$ cat src/rtl/core/bbb_pkg.sv
// ----------------------------------------------------------------------------
// bbb_pkg
// Shared sizes, codes and the controller command type for the bounded buffer.
// ----------------------------------------------------------------------------
package bbb_pkg;

  localparam int DEPTH      = 8;
  localparam int DATA_WIDTH = 8;
  localparam int PTR_W      = (DEPTH > 1) ? $clog2(DEPTH) : 1;
  localparam int CNT_W      = $clog2(DEPTH + 1);
  localparam int FILL_W     = 4;
  localparam int STATUS_W   = 2;

  localparam logic OP_PRODUCE = 1'b0;
  localparam logic OP_CONSUME = 1'b1;

  localparam logic [STATUS_W-1:0] ST_DONE    = 2'd0;
  localparam logic [STATUS_W-1:0] ST_REFUSED = 2'd1;
  localparam logic [STATUS_W-1:0] ST_WAITING = 2'd2;

  typedef struct packed {
    logic capture;
    logic exec;
  } ctrl_cmd_t;

endpackage

$ cat src/rtl/core/blocking_bounded_buffer.sv
// ----------------------------------------------------------------------------
// blocking_bounded_buffer
// Bounded buffer between one producer and one consumer with blocking flags.
//
//   channel   handshake           payload
//   in_       start / busy        in_op, in_value
//   out_      out_strobe          out_status, out_data_valid, out_data_out,
//                                 out_woke_partner, out_fill_level,
//                                 out_producer_waits, out_consumer_waits
//
// a beat is taken on start while busy is low; busy is high for one execute
// cycle, and the result strobes in the cycle after, so no new beat is taken
// while one is in execute; the pace is set by the controller's idle/execute states
// synchronous active-low reset clears positions and flags; slots are not cleared
// the receiver cannot stall: each result is shown for one cycle only
// ----------------------------------------------------------------------------
module blocking_bounded_buffer (
  input  logic                           clk,
  input  logic                           rst_n,
  input  logic                           start,
  output logic                           busy,
  input  logic                           in_op,
  input  logic [bbb_pkg::DATA_WIDTH-1:0] in_value,
  output logic                           out_strobe,
  output logic [bbb_pkg::STATUS_W-1:0]   out_status,
  output logic                           out_data_valid,
  output logic [bbb_pkg::DATA_WIDTH-1:0] out_data_out,
  output logic                           out_woke_partner,
  output logic [bbb_pkg::FILL_W-1:0]     out_fill_level,
  output logic                           out_producer_waits,
  output logic                           out_consumer_waits
);

  bbb_pkg::ctrl_cmd_t cmd;

  bbb_ctrl u_ctrl (
    .clk        (clk),
    .rst_n      (rst_n),
    .start      (start),
    .busy       (busy),
    .cmd        (cmd),
    .out_strobe (out_strobe)
  );

  bbb_datapath u_dp (
    .clk                (clk),
    .rst_n              (rst_n),
    .cmd                (cmd),
    .in_op              (in_op),
    .in_value           (in_value),
    .out_status         (out_status),
    .out_data_valid     (out_data_valid),
    .out_data_out       (out_data_out),
    .out_woke_partner   (out_woke_partner),
    .out_fill_level     (out_fill_level),
    .out_producer_waits (out_producer_waits),
    .out_consumer_waits (out_consumer_waits)
  );

endmodule

$ cat src/rtl/core/bbb_ctrl.sv
// ----------------------------------------------------------------------------
// bbb_ctrl
// Command sequencer: takes a beat, runs its execute state, strobes the result.
// ----------------------------------------------------------------------------
module bbb_ctrl (
  input  logic               clk,
  input  logic               rst_n,
  input  logic               start,
  output logic               busy,
  output bbb_pkg::ctrl_cmd_t cmd,
  output logic               out_strobe
);

  localparam logic S_IDLE = 1'b0;
  localparam logic S_EXEC = 1'b1;

  logic state_r;
  logic state_nxt;
  logic strobe_r;

  always_comb begin
    state_nxt = state_r;
    unique case (state_r)
      S_IDLE: begin
        if (start) state_nxt = S_EXEC;
      end
      S_EXEC: begin
        state_nxt = S_IDLE;
      end
      default: state_nxt = S_IDLE;
    endcase
  end

  always_ff @(posedge clk) begin
    if (!rst_n) begin
      state_r  <= S_IDLE;
      strobe_r <= 1'b0;
    end else begin
      state_r  <= state_nxt;
      strobe_r <= (state_r == S_EXEC);
    end
  end

  assign busy        = (state_r == S_EXEC);
  assign cmd.capture = start && (state_r == S_IDLE);
  assign cmd.exec    = (state_r == S_EXEC);
  assign out_strobe  = strobe_r;

endmodule

$ cat src/rtl/core/bbb_datapath.sv
// ----------------------------------------------------------------------------
// bbb_datapath
// Slot storage, write/read positions, waiting flags and result registers.
// ----------------------------------------------------------------------------
module bbb_datapath (
  input  logic                                clk,
  input  logic                                rst_n,
  input  bbb_pkg::ctrl_cmd_t                  cmd,
  input  logic                                in_op,
  input  logic [bbb_pkg::DATA_WIDTH-1:0]      in_value,
  output logic [bbb_pkg::STATUS_W-1:0]        out_status,
  output logic                                out_data_valid,
  output logic [bbb_pkg::DATA_WIDTH-1:0]      out_data_out,
  output logic                                out_woke_partner,
  output logic [bbb_pkg::FILL_W-1:0]          out_fill_level,
  output logic                                out_producer_waits,
  output logic                                out_consumer_waits
);

  localparam logic [bbb_pkg::CNT_W-1:0] FULL_CNT = bbb_pkg::CNT_W'(bbb_pkg::DEPTH);
  localparam logic [bbb_pkg::CNT_W-1:0] ONE_CNT  = bbb_pkg::CNT_W'(1);

  logic [bbb_pkg::DATA_WIDTH-1:0] mem [bbb_pkg::DEPTH];
  logic [bbb_pkg::DATA_WIDTH-1:0] rd_data_r;

  logic [bbb_pkg::CNT_W-1:0]      wc_r, wc_nxt;
  logic [bbb_pkg::CNT_W-1:0]      ri_r, ri_nxt;
  logic                           pw_r, pw_nxt;
  logic                           cw_r, cw_nxt;
  logic [bbb_pkg::DATA_WIDTH-1:0] held_r, held_nxt;
  logic                           op_r;
  logic [bbb_pkg::DATA_WIDTH-1:0] val_r;

  logic [bbb_pkg::STATUS_W-1:0]   status_r, status_nxt;
  logic                           valid_r, valid_nxt;
  logic [bbb_pkg::DATA_WIDTH-1:0] data_r, data_nxt;
  logic                           woke_r, woke_nxt;
  logic [bbb_pkg::FILL_W-1:0]     fill_r;
  logic                           pw_out_r, cw_out_r;

  logic                           we;
  logic [bbb_pkg::PTR_W-1:0]      waddr;
  logic [bbb_pkg::DATA_WIDTH-1:0] wdata;
  logic [bbb_pkg::CNT_W-1:0]      wc_inc;
  logic [bbb_pkg::CNT_W-1:0]      ri_inc;

  assign wc_inc = wc_r + ONE_CNT;
  assign ri_inc = ri_r + ONE_CNT;

  always_comb begin
    wc_nxt     = wc_r;
    ri_nxt     = ri_r;
    pw_nxt     = pw_r;
    cw_nxt     = cw_r;
    held_nxt   = held_r;
    status_nxt = bbb_pkg::ST_DONE;
    valid_nxt  = 1'b0;
    data_nxt   = '0;
    woke_nxt   = 1'b0;
    we         = 1'b0;
    waddr      = wc_r[bbb_pkg::PTR_W-1:0];
    wdata      = val_r;
    if (op_r == bbb_pkg::OP_PRODUCE) begin
      priority if (pw_r) begin
        status_nxt = bbb_pkg::ST_REFUSED;
      end else if (wc_r >= FULL_CNT) begin
        held_nxt   = val_r;
        pw_nxt     = 1'b1;
        status_nxt = bbb_pkg::ST_WAITING;
      end else begin
        we     = 1'b1;
        wc_nxt = wc_inc;
        if (cw_r) begin
          cw_nxt   = 1'b0;
          woke_nxt = 1'b1;
          if (ri_r < wc_inc) begin
            valid_nxt = 1'b1;
            data_nxt  = (ri_r == wc_r) ? val_r : rd_data_r;
            if (ri_inc >= wc_inc) begin
              ri_nxt = '0;
              wc_nxt = '0;
            end else begin
              ri_nxt = ri_inc;
            end
          end
        end
      end
    end else begin
      priority if (cw_r) begin
        status_nxt = bbb_pkg::ST_REFUSED;
      end else if (ri_r >= wc_r) begin
        cw_nxt     = 1'b1;
        status_nxt = bbb_pkg::ST_WAITING;
      end else begin
        valid_nxt = 1'b1;
        data_nxt  = rd_data_r;
        if (ri_inc >= wc_r) begin
          ri_nxt = '0;
          wc_nxt = '0;
          if (pw_r) begin
            pw_nxt   = 1'b0;
            woke_nxt = 1'b1;
            we       = 1'b1;
            waddr    = '0;
            wdata    = held_r;
            wc_nxt   = ONE_CNT;
          end
        end else begin
          ri_nxt = ri_inc;
        end
      end
    end
  end

  // slot array: one write port, one registered read port at the read position
  always_ff @(posedge clk) begin
    if (cmd.exec && we) mem[waddr] <= wdata;
    rd_data_r <= mem[ri_r[bbb_pkg::PTR_W-1:0]];
  end

  always_ff @(posedge clk) begin
    if (!rst_n) begin
      wc_r   <= '0;
      ri_r   <= '0;
      pw_r   <= 1'b0;
      cw_r   <= 1'b0;
      held_r <= '0;
    end else if (cmd.exec) begin
      wc_r   <= wc_nxt;
      ri_r   <= ri_nxt;
      pw_r   <= pw_nxt;
      cw_r   <= cw_nxt;
      held_r <= held_nxt;
    end
  end

  always_ff @(posedge clk) begin
    if (cmd.capture) begin
      op_r  <= in_op;
      val_r <= in_value;
    end
    if (cmd.exec) begin
      status_r <= status_nxt;
      valid_r  <= valid_nxt;
      data_r   <= data_nxt;
      woke_r   <= woke_nxt;
      fill_r   <= bbb_pkg::FILL_W'(wc_nxt - ri_nxt);
      pw_out_r <= pw_nxt;
      cw_out_r <= cw_nxt;
    end
  end

  assign out_status         = status_r;
  assign out_data_valid     = valid_r;
  assign out_data_out       = data_r;
  assign out_woke_partner   = woke_r;
  assign out_fill_level     = fill_r;
  assign out_producer_waits = pw_out_r;
  assign out_consumer_waits = cw_out_r;

endmodule

$ cat config.mk
export PLATFORM = sky130hd
export DESIGN_NAME = blocking_bounded_buffer
export DESIGN_NICKNAME = d
export VERILOG_FILES = /design/src/rtl/core/bbb_pkg.sv /design/src/rtl/core/blocking_bounded_buffer.sv /design/src/rtl/core/bbb_ctrl.sv /design/src/rtl/core/bbb_datapath.sv
export SDC_FILE = /design/constraint.sdc
export NUM_CORES = 1
export LEC_CHECK = 0
export ABC_CLOCK_PERIOD_IN_PS = 4600
export CAP_MARGIN = 20
export CORE_MARGIN = 2
export CORE_UTILIZATION = 30
export DETAILED_ROUTE_END_ITERATION = 6
export DONT_BUFFER_PORTS = 1
export SYNTH_ARGS = -nofsm -noshare
export SYNTH_HDL_FRONTEND = slang
export SYNTH_SLANG_ARGS = --single-unit
$ cat constraint.sdc
create_clock -name clk -period 4.6 [get_ports clk]
set_input_delay 0.92 -clock clk [delete_from_list [all_inputs] [get_ports clk]]
set_output_delay 0.92 -clock clk [all_outputs]
set_load 0.02 [all_outputs]
==> results.md <==
- Worst EP required: ~4.8 ns
- Clock-pin transition on the worst setup and hold timing paths: around 0.060 ns
- Netlist Area Pre-Place: between 5000 and 6000 um^2
- Remaining DRCs: 0
- Slowest CP cell: dfxtp_1
- Final #Nets: 417
- Post-Place Cells: just under 600
- Vias in the first global route: about 3300
- Post-CTS Setup Bufs: 0
- Setup_tns: 0 ns
- Clock latency on the worst-skew pair: roughly 0.41 ns
- Top cells by area, synth: edfxtp_1 51%, dfxtp_1 10%, mux4_2 6.7%, ha_1 4.2%, mux2_2 3.4%
- Seq/Total Area, Yosys: slightly above 60%
- Hold Path Stages: 1
- CORE AREA: about 17000 um^2
- Minimum clock period after layout: a little over 4 ns
- Pins over their slew limit: 0
- First-pass GRT wire length: between 15 and 20 mm
- Max Cap Viol: 0
- Routing usage on met1: approximately 16%
- Via-per-instance ratio: 5.08
- Post-synth EDFFs: 91
- # IOs: 32
- Total gr overflow: 0
- Top cell by count, worst path: ha_1
- Global routing's busiest layer: met2
- Depth of the worst register-to-register path: 15
- Syn Nets: 402
- Total CTS buffers: 17
- Max Buffers Root-to-Sink: 2
- Worst Clk Skew: 0.00869 ns
- Cells along the critical path: inv_1 -> ha_1 -> inv_1 -> ha_1 -> a21boi_0 -> o31ai_2 -> nand2_1 -> maj3_2 -> a31oi_4 -> a22o_1 -> and2_1 -> ha_1 -> a21o_1 -> a21oi_1 -> xnor3_1
- Synth top area share: ~51%
- TritonCTS Sinks: between 100 and 150
- Pwr dens: 437 nW/um^2
- DP Wirelength: about 7.8 mm
- Root buf cell: clkbuf_16
- Met2 Usage GRT: a little under a quarter
- # H-tree levels: 4
- Startpoint types: flop
- Synthesized instance count: 371
- DR WL/cell: 19.1 um
- HP Class: flop to flop
- Post-synth cell types: between 50 and 60
- Die width: roughly 140 um
- VDD IR max: about 0.34 mV
- Max-slew headroom: between 20 and 30%
- Via count: about 3200
- Most common cell after layout, fill and taps aside: edfxtp_1
- Drt total wl: approximately 12 mm
- FMAX: between 200 and 250 MHz
- CP bufs+invs: 2
- Antenna Violating Nets Remaining: 0
- Number of port buffers: 0
- Max incr delay on CP: 0.50 ns
- Setup-failing EPs final: 0
- HP Start: u_dp.rd_data_r[5]
- Site Rows: between 40 and 50
- RSZ-0062 raised after global routing: false
- Cts repair resizes: 0
- Syn-to-layout area delta: 17.8%
- Post-CTS Hold Buffers: 0
- Worst path top cell family by delay: compound AO/OA/AOI/OAI gates
- Hold endpoint: u_dp.out_data_out[5]
- Worst r2r src: u_dp.wc_r[0]
- Pin count of the biggest net entering global routing: 23
- CTS tree: done
- Critical path class: flop to flop
- All-Layer GR Usage: 13.5%
- Chip height: ~140 um
- Status: finished, final reports clean
- Initial Util: just over 30%
- Worst Setup End Kind: flop
- Crit path DAT: around 4.3 ns
- Final std cells w/o fill: roughly 620
- Syn. warnings: 0
- Die area: 19000 um^2
- Reg-to-Reg End: u_dp.out_fill_level[3]
- Most frequent cells in the layout: 91 x edfxtp_1, 27 x dfxtp_1, 18 x ha_1
- Worst-Margin Slew: around 1.0 ns
- Post-synthesis async set-or-reset flop share: 0%
- Initial antenna violation count: 0
- DRT iter0 DRCs: around 340
- Avg Cell Area, Syn: 14.5 um^2
- Top_reg_cell synth: edfxtp_1
- Filler Cell Count: 1635
- CP Max Fanout: 8
- Period utilization: around nine tenths
- Leakage: 2.14 nW
- Diode count: 0
- Register bit total from synthesis: roughly 120
- Final GP Congestion: 0.875
- Share of post-route cells with drive strength above 1: 23.8%
- Post-synth top area cell: edfxtp_1
- Met3 Use GR: under 10%
- Iteration count of the initial detailed-routing pass: 4
- Reg2reg setup slack: approximately 0.47 ns
- Endpoints failing hold: 0
==> logic make-up (layout without fill, tap and decap cells) <==
kind of cell	count (synthesis)	after routing	synth area share (%)
adders and majority gates	20	20	4.77
xor gates and xnor gates	7	7	1.68
muxes	41	41	11.7
buffers and inverters	30	58	2.49
DFF	119	119	61.3
and+or+nand+nor	82	82	8.03
AOI/OAI and AO/OA	72	72	9.99
==> report_power, final <==
group	leakage [nW]	internal [mW]	switching, mW	total [mW]
registers	1.06	1.18	0.0280	1.21
clock network	0.316	0.977	0.472	1.45
logic	0.762	0.0418	0.0666	0.108
total	2.14	2.20	0.567	2.77
==> through the flow <==
| step | worst slack (ns) | total power, mW | hold slack (ns) | util (%) | instance area, um^2 |
|---|---|---|---|---|---|
| after floorplan | 0.454 | 1.31 | 0.478 | - | 5370 |
| after global placement | 0.681 | 1.33 | 0.494 | 32.6 | 5680 |
| after detailed placement | 0.581 | 1.34 | 0.502 | 32.6 | 5680 |
| after CTS | 0.528 | 2.78 | 0.515 | 36.3 | 6320 |
| after global routing | 0.257 | 2.85 | 0.538 | 36.3 | 6330 |
| final | 0.474 | 2.77 | 0.514 | 36.3 | 6330 |
==> flip-flops by register name, summed over array words and instances, names as in the netlist <==
| register | count |
|---|---|
| u_dp.out_woke_partner | 1 |
| u_dp.op_r | 1 |
| u_ctrl.busy | 1 |
| u_dp.out_data_valid | 1 |
| u_dp.wc_r | 4 |
| u_ctrl.out_strobe | 1 |
| u_dp.pw_r | 1 |
| u_dp.out_consumer_waits | 1 |
| u_dp.held_r | 8 |
| u_dp.rd_data_r | 8 |
| u_dp.val_r | 8 |
| u_dp.mem | 64 |
| u_dp.out_fill_level | 4 |
| u_dp.out_data_out | 8 |
| u_dp.out_status | 2 |
| u_dp.out_producer_waits | 1 |
| u_dp.cw_r | 1 |
| u_dp.ri_r | 4 |
==> synthesized netlist by cell type (5+ instances only) <==
library cell   n
and2_1         5
o21ai_0       11
inv_1         12
dfxtp_1       28
nand4_1        5
buf_2          5
mux2_2        16
nand2_1       16
a22o_1        11
edfxtp_1      91
a21oi_1       15
mux2i_1        9
ha_1          18
mux4_2        16
nand3_1       10
clkbuf_1       6
nor2_1        14
nor2b_1       14
==> per-layer routing <==
layer / wire (um) / part of all wire (%)
met5: 0 / 0
met4: 166 / 1.4
met3: 629 / 5.3
met2: 6190 / 52
met1: 4930 / 41
==> final cells by class <==
cell class	count	area, um^2	area share (%)
multi-input cells	222	1960	31.0
flip-flops and latches	119	3290	52.0
well taps	225	282	4.45
inverters	13	48.8	0.771
clock inverters	12	199	3.14
clock buffers	20	447	7.06
repair buffers	13	97.6	1.54
==> how the worst max path moves through the flow <==
stage	end	start	depth (start not counted)	slack [ns]
after floorplan	u_dp.mem[1][0]	u_dp.ri_r[0]	11	0.45
after global placement	u_dp.out_fill_level[3]	u_dp.wc_r[1]	15	0.68
after detailed placement	u_dp.out_fill_level[3]	u_dp.wc_r[0]	15	0.58
after CTS	u_dp.out_fill_level[3]	u_dp.wc_r[0]	15	0.53
after global routing	u_dp.out_fill_level[3]	u_dp.ri_r[0]	14	0.26
final	u_dp.out_fill_level[3]	u_dp.wc_r[0]	15	0.47
Power figures use the tool's default switching activity.
